`config.mk`:
```
export PLATFORM = sky130hd
export DESIGN_NAME = rotating_circular_queue
export DESIGN_NICKNAME = d
export VERILOG_FILES = /design/src/sv/rcq_pkg.sv /design/src/sv/rcq_cell.sv /design/src/sv/rcq_ctrl.sv /design/src/sv/rotating_circular_queue.sv
export SDC_FILE = /design/constraint.sdc
export NUM_CORES = 1
export LEC_CHECK = 0
export ABC_CLOCK_PERIOD_IN_PS = 8200
export BUFFER_PORTS_ARGS = -buffer_cell sky130_fd_sc_hd__buf_2
export CORE_ASPECT_RATIO = 1.25
export CORE_MARGIN = 2
export CORE_UTILIZATION = 45
export DETAILED_ROUTE_END_ITERATION = 8
export GPL_TIMING_DRIVEN = 0
export HOLD_SLACK_MARGIN = 0.02
export PLACE_DENSITY = 0.64
export SYNTH_ARGS = -nofsm -noshare
export SYNTH_HDL_FRONTEND = slang
export SYNTH_SLANG_ARGS = --single-unit
export TNS_END_PERCENT = 20
```
`constraint.sdc`:
```
create_clock -name clock -period 8.2 [get_ports clock]
set_input_delay 1.23 -clock clock [delete_from_list [all_inputs] [get_ports clock]]
set_output_delay 1.23 -clock clock [all_outputs]
set_load 0.03 [all_outputs]
```
`src/sv/rcq_pkg.sv`:
```
package rcq_pkg;

   localparam int DEPTH = 16;
   localparam int CNT_W = $clog2(DEPTH + 1);
   localparam int DATA_W = 32;
   localparam int OP_W = 2;

   typedef enum logic [OP_W-1:0] {
      OP_APPEND = 2'd0,
      OP_REMOVE = 2'd1,
      OP_ROTATE = 2'd2,
      OP_SHOW   = 2'd3
   } opcode_type;

   typedef enum logic {
      ST_IDLE = 1'b0,
      ST_SHOW = 1'b1
   } state_type;

   typedef enum logic {
      KIND_ELEMENT = 1'b0,
      KIND_FAIL    = 1'b1
   } kind_type;

   // command broadcast to every cell of the chain
   typedef struct packed {
      logic              append;
      logic              shift;
      logic              rotate;
      logic [DATA_W-1:0] value;
   } cmd_type;

endpackage

```
`src/sv/rcq_cell.sv`:
```
module rcq_cell
   import rcq_pkg::*;
(
   input  logic              clock,
   input  logic              reset,
   input  cmd_type           cmd,
   input  logic              prev_valid,
   input  logic              next_valid,
   input  logic [DATA_W-1:0] next_data,
   input  logic [DATA_W-1:0] front_data,
   output logic              valid,
   output logic [DATA_W-1:0] data
);

   logic              valid_ff, valid_in;
   logic [DATA_W-1:0] data_ff, data_in;

   always_comb begin
      valid_in = valid_ff;
      data_in  = data_ff;
      if (cmd.append) begin
         // first empty cell behind the back takes the new value
         if (!valid_ff && prev_valid) begin
            valid_in = 1'b1;
            data_in  = cmd.value;
         end
      end else if (cmd.shift) begin
         valid_in = next_valid;
         data_in  = next_data;
      end else if (cmd.rotate) begin
         if (valid_ff && !next_valid) begin
            data_in = front_data;
         end else if (valid_ff) begin
            data_in = next_data;
         end
      end
   end

   always_ff @(posedge clock) begin
      if (reset) begin
         valid_ff <= 1'b0;
      end else begin
         valid_ff <= valid_in;
      end
   end

   always_ff @(posedge clock) begin
      data_ff <= data_in;
   end

   assign valid = valid_ff;
   assign data  = data_ff;

endmodule

```
`src/sv/rcq_ctrl.sv`:
```
module rcq_ctrl
   import rcq_pkg::*;
(
   input  logic              clock,
   input  logic              reset,
   input  logic              req_tvalid,
   output logic              req_tready,
   input  logic [OP_W-1:0]   req_opcode,
   input  logic [DATA_W-1:0] req_value,
   input  logic [DATA_W-1:0] front_data,
   output cmd_type           cmd,
   output logic              rsp_tvalid,
   input  logic              rsp_tready,
   output logic              rsp_kind,
   output logic [DATA_W-1:0] rsp_element,
   output logic              rsp_last
);

   state_type         state_ff, state_in;
   logic [CNT_W-1:0]  count_ff, count_in;
   logic [CNT_W-1:0]  remain_ff, remain_in;
   logic              rsp_valid_ff, rsp_valid_in;
   logic              rsp_kind_ff, rsp_kind_in;
   logic [DATA_W-1:0] rsp_data_ff, rsp_data_in;
   logic              rsp_last_ff, rsp_last_in;
   logic              out_free;
   logic              fail;
   opcode_type        op;

   assign op = opcode_type'(req_opcode);

   always_comb begin
      state_in     = state_ff;
      count_in     = count_ff;
      remain_in    = remain_ff;
      rsp_valid_in = rsp_valid_ff;
      rsp_kind_in  = rsp_kind_ff;
      rsp_data_in  = rsp_data_ff;
      rsp_last_in  = rsp_last_ff;
      cmd          = '0;
      cmd.value    = req_value;
      fail         = 1'b0;
      out_free     = !rsp_valid_ff || rsp_tready;
      req_tready   = (state_ff == ST_IDLE) && out_free;

      if (rsp_tready) begin
         rsp_valid_in = 1'b0;
      end

      case (state_ff)
         ST_IDLE: begin
            if (req_tvalid && req_tready) begin
               case (op)
                  OP_APPEND: begin
                     if (count_ff == CNT_W'(DEPTH)) begin
                        fail = 1'b1;
                     end else begin
                        cmd.append = 1'b1;
                        count_in   = count_ff + CNT_W'(1);
                     end
                  end
                  OP_REMOVE: begin
                     if (count_ff == '0) begin
                        fail = 1'b1;
                     end else begin
                        cmd.shift = 1'b1;
                        count_in  = count_ff - CNT_W'(1);
                     end
                  end
                  OP_ROTATE: begin
                     if (count_ff == '0) begin
                        fail = 1'b1;
                     end else begin
                        cmd.rotate = 1'b1;
                     end
                  end
                  OP_SHOW: begin
                     if (count_ff != '0) begin
                        state_in  = ST_SHOW;
                        remain_in = count_ff;
                     end
                  end
                  default: begin
                     fail = 1'b0;
                  end
               endcase
               if (fail) begin
                  rsp_valid_in = 1'b1;
                  rsp_kind_in  = KIND_FAIL;
                  rsp_data_in  = '0;
                  rsp_last_in  = 1'b1;
               end
            end
         end
         ST_SHOW: begin
            // emit the front and spin it to the back; a full lap restores order
            if (out_free) begin
               cmd.rotate   = 1'b1;
               rsp_valid_in = 1'b1;
               rsp_kind_in  = KIND_ELEMENT;
               rsp_data_in  = front_data;
               rsp_last_in  = (remain_ff == CNT_W'(1));
               remain_in    = remain_ff - CNT_W'(1);
               if (remain_ff == CNT_W'(1)) begin
                  state_in = ST_IDLE;
               end
            end
         end
         default: begin
            state_in = ST_IDLE;
         end
      endcase
   end

   always_ff @(posedge clock) begin
      if (reset) begin
         state_ff     <= ST_IDLE;
         count_ff     <= '0;
         remain_ff    <= '0;
         rsp_valid_ff <= 1'b0;
      end else begin
         state_ff     <= state_in;
         count_ff     <= count_in;
         remain_ff    <= remain_in;
         rsp_valid_ff <= rsp_valid_in;
      end
   end

   always_ff @(posedge clock) begin
      rsp_kind_ff <= rsp_kind_in;
      rsp_data_ff <= rsp_data_in;
      rsp_last_ff <= rsp_last_in;
   end

   assign rsp_tvalid  = rsp_valid_ff;
   assign rsp_kind    = rsp_kind_ff;
   assign rsp_element = rsp_data_ff;
   assign rsp_last    = rsp_last_ff;

endmodule

```
`src/sv/rotating_circular_queue.sv`:
```
// append, remove and rotate: one beat per cycle while the output is free; no result
// unless they fail; a failure result is registered, shown the cycle after its input beat
// show: the beat sets the show state, then one element per cycle while the output is free
//   goes to the output register; no input beat is taken until the last one is loaded
// reset (synchronous) empties the queue and the output register; cell data is not cleared
module rotating_circular_queue
   import rcq_pkg::*;
(
   input  logic              clock,
   input  logic              reset,
   input  logic              req_tvalid,
   output logic              req_tready,
   input  logic [31:0]       req_tdata,   // [31:0] value
   input  logic [1:0]        req_tuser,   // [1:0] opcode
   output logic              rsp_tvalid,
   input  logic              rsp_tready,
   output logic [31:0]       rsp_tdata,   // [31:0] element
   output logic [0:0]        rsp_tuser,   // [0] kind
   output logic              rsp_tlast
);

   cmd_type           cmd;
   logic              valid_w [DEPTH];
   logic [DATA_W-1:0] data_w  [DEPTH];
   logic              rsp_kind;

   rcq_ctrl u_ctrl (
      .clock       (clock),
      .reset       (reset),
      .req_tvalid  (req_tvalid),
      .req_tready  (req_tready),
      .req_opcode  (req_tuser),
      .req_value   (req_tdata),
      .front_data  (data_w[0]),
      .cmd         (cmd),
      .rsp_tvalid  (rsp_tvalid),
      .rsp_tready  (rsp_tready),
      .rsp_kind    (rsp_kind),
      .rsp_element (rsp_tdata),
      .rsp_last    (rsp_tlast)
   );

   assign rsp_tuser = rsp_kind;

   for (genvar i = 0; i < DEPTH; i++) begin : g_cell
      logic              prev_valid;
      logic              next_valid;
      logic [DATA_W-1:0] next_data;

      if (i == 0) begin : g_head
         assign prev_valid = 1'b1;
      end else begin : g_body
         assign prev_valid = valid_w[i-1];
      end

      if (i == DEPTH - 1) begin : g_tail
         assign next_valid = 1'b0;
         assign next_data  = data_w[i];
      end else begin : g_link
         assign next_valid = valid_w[i+1];
         assign next_data  = data_w[i+1];
      end

      rcq_cell u_cell (
         .clock      (clock),
         .reset      (reset),
         .cmd        (cmd),
         .prev_valid (prev_valid),
         .next_valid (next_valid),
         .next_data  (next_data),
         .front_data (data_w[0]),
         .valid      (valid_w[i]),
         .data       (data_w[i])
      );
   end

endmodule

```
==> impl_results.md <==
* Crit. End Element: flip-flop
* Hold WS at 0.476 ns
* Final hold vios at 0
* Max Freq at 234 MHz
* CP Max Fanout at 16
* Total CTS buffers at 57
* Setup WS post-layout at 3.92 ns
* Hold Path End: u_ctrl.remain_ff[1]
* Placement Setup Slack at 3.39 ns
* Switching Share at 25.9%
* Core area at 59400 µm²
* Outcome: finished, final reports clean
* Setup TNS at 0 ns
* Clock root buffer: clkbuf_16
* First-pass GRT wire length at 116000 µm
* GP Congestion at 0.915
* Primary FF master, synth: edfxtp_1
* Crit path DAT at 4.60 ns
* Detailed-route DRC error count at 0
* CP required at 8.52 ns
* Seq/Total Area, Yosys at 62.9%
* Top cell type's share of synthesized area at 60.8%
* EDFF count, synth at 546
* Number of diodes at 0
* Worst hold path class: reg2reg
* Clk network pwr share at 38.1%
* Least-Margin Pin Slew at 1.36 ns
* Routed WL per cell at 21.0 µm
* Max-cap violations at 0
* DIE HEIGHT at 278 µm
* Worst r2r dst: g_cell[1].u_cell.data[18]
* Hold path cells at 2
* Gate power share at 13.5%
* Peak supply drop at 0.180 mV
* Largest net degree at the start of global routing at 25
* Top cells by area, synth: edfxtp_1 61%, a21oi_1 17%, nand2_1 8.7%
* WL final at 75800 µm
* Clock Sinks at 574
* Total die area at 61900 µm²
* Final period util at 52.2%
* IO buf count at 72
* Slowest CP cell: a21oi_1
* I/O Pins at 74
* Vias at 20500
* PwrDens at 227 nW/µm²
* Post-CTS setup buffers at 0
* Post-layout min period at 4.28 ns
* Grt total ovfl at 0
* Register-to-register setup slack at 4.30 ns
* Synth async-reset ratio at 0%
* Synth Warn # at 0
* Hold path start: u_ctrl.remain_ff[1]
* Clock Skews at 0.0193 ns
* Netlist cell types at 52
* CP peak stage delay at 0.79 ns
* Skew-Pair Late Insertion Delay at 0.62 ns
* Flop pwr share at 48.4%
* Register-to-Register Path Depth at 7
* RSZ-0062 raised after global routing: false
* Vias in the first global route at 19600
* Worst-path cell chain: buf_2 -> nand2b_1 -> buf_2 -> nand3_1 -> a21oi_1 -> clkbuf_1 -> clkbuf_1 -> nand2_1 -> o32ai_4 -> buf_16
* H-tree Lvls at 2
* Final setup violation count at 0
* Critical path class: in2reg
* Nets at 2849
* Cell family with most CP delay: buffers and inverters
* Post-CTS sizing at 0
* Synth Cell Area at 27000 µm²
* Post-synthesis cell count at 2652
* Layout cells sized above 1 at 10.1%
* Slew Limit Fails at 0
* CTS max path bufs at 3
* Initial antenna violation count at 0
* CTS tree: built
* Commonest cells after routing, fill and taps aside: 922 x a21oi_1, 625 x nand2_1, 546 x edfxtp_1
* Most common cell after layout, fill and taps aside: a21oi_1
* Rel. slew slack at 9.31%
* Clock transition at path regs at 0.06 ns
* CP Launch Type: primary input
* P&R area growth vs syn at 14.4%
* Die width at 223 µm
* Synthesized area per cell at 10.2 µm²
* Vias per cell at 5.68
* #FFs+latches synth at 574
* Fillers at 5122
* Int Pwr at 5.19 mW
* Hold buffer count at CTS at 0
* Yosys top cell by area: edfxtp_1
* Leakage at 11.1 nW
* Post-DP HPWL at 55600 µm
* Gr usage total at 24.1%
* FP Rows at 100
* First-pass DRT Iterations at 6
* Starting density of the core at 45.4%
* Drt first-iter violations at 2224
* RR Startpoint: u_ctrl.count_ff[0]
* Syn_nets at 2700
* Final ANT Viol Nets at 0
* Net Sw Power at 1.81 mW
* Worst Path Buf+Inv at 5
==> layer usage <==
metal / track usage (%) / vias to the layer above / wire, µm
met5: 0 / - / 0
met4: 9.72 / 0 / 2910
met3: 2.65 / 139 / 5010
met2: 40.8 / 869 / 36900
met1: 31.7 / 9804 / 31000
li1: - / 9722 / -
==> kinds of logic after synthesis <==
group,Yosys count,synth area share [%]
adders and majority gates,10,0.492
xor gates and xnor gates,3,0.0974
muxes,3,0.116
DFF,574,62.9
buffers and inverters,276,5.03
AOI/OAI and AO/OA,961,18.2
and+or+nand+nor,825,13.2
==> state kept, by name (all words and copies together) (netlist names) <==
name	count
g_cell.u_cell.data	512
u_ctrl.remain_ff	5
g_cell.u_cell.valid	16
u_ctrl.rsp_element	32
u_ctrl.rsp_tvalid	1
u_ctrl.rsp_last	1
u_ctrl.state_ff	1
u_ctrl.count_ff	5
u_ctrl.rsp_kind	1
==> worst max-delay path by stage <==
stage / start / to / slack [ns] / depth (start not counted)
final: rsp_tready / g_cell[15].u_cell.data[5] / 3.92 / 10
after global placement: req_tuser[1] / g_cell[0].u_cell.data[19] / 1.76 / 8
after floorplan: req_tuser[1] / g_cell[0].u_cell.data[0] / 3.70 / 7
after CTS: rsp_tready / g_cell[15].u_cell.data[5] / 4.04 / 10
after detailed placement: rsp_tready / g_cell[15].u_cell.data[17] / 3.39 / 10
after global routing: rsp_tready / g_cell[15].u_cell.data[19] / 3.89 / 10
==> cell type report <==
class	instances	area [µm²]	share of cell area (%)
sequential	574	17000	54.9
multi-input combinational	1802	8890	28.8
clock buffer	81	1610	5.21
buffer	264	1310	4.25
tap	765	957	3.10
timing repair buffer	90	836	2.71
clock inverter	27	256	0.831
inverter	12	45.0	0.146
==> power by group through the flow <==
stage	Sequential [mW]	Clock, mW	Combinational, mW
floorplan	3.47	0	0.612
global placement	3.46	0	0.853
detailed placement	3.45	0	0.927
CTS	3.39	2.69	0.934
global route	3.40	2.79	1.04
finish	3.39	2.67	0.944
==> per-stage QoR <==
step	cell area, µm²	util, %	total power [mW]	std cells
4_1_cts	30900	51.9	7.01	3615
6_report	30900	51.9	7.00	3615
3_3_place_gp	28300	47.6	4.31	3489
2_1_floorplan	27000	-	4.08	2652
3_5_place_dp	29000	48.8	4.38	3507
5_1_grt	30900	51.9	7.23	3615
==> cell usage after synthesis, drive strengths merged (6+ instances only) <==
cell type,n
or2,15
nand2b,29
o22ai,14
dfxtp,28
nor3,19
o21ai,6
edfxtp,546
ha,9
inv,11
clkbuf,199
a21oi,922
and2,32
nand2,626
buf,65
nor2,91
==> tightest hold or removal path, stage by stage (launching register included) <==
cell	delay [ns]
dfxtp_1	0.32
nand2_1	0.06
a21oi_1	0.05
(Power assumes the default switching activity.)
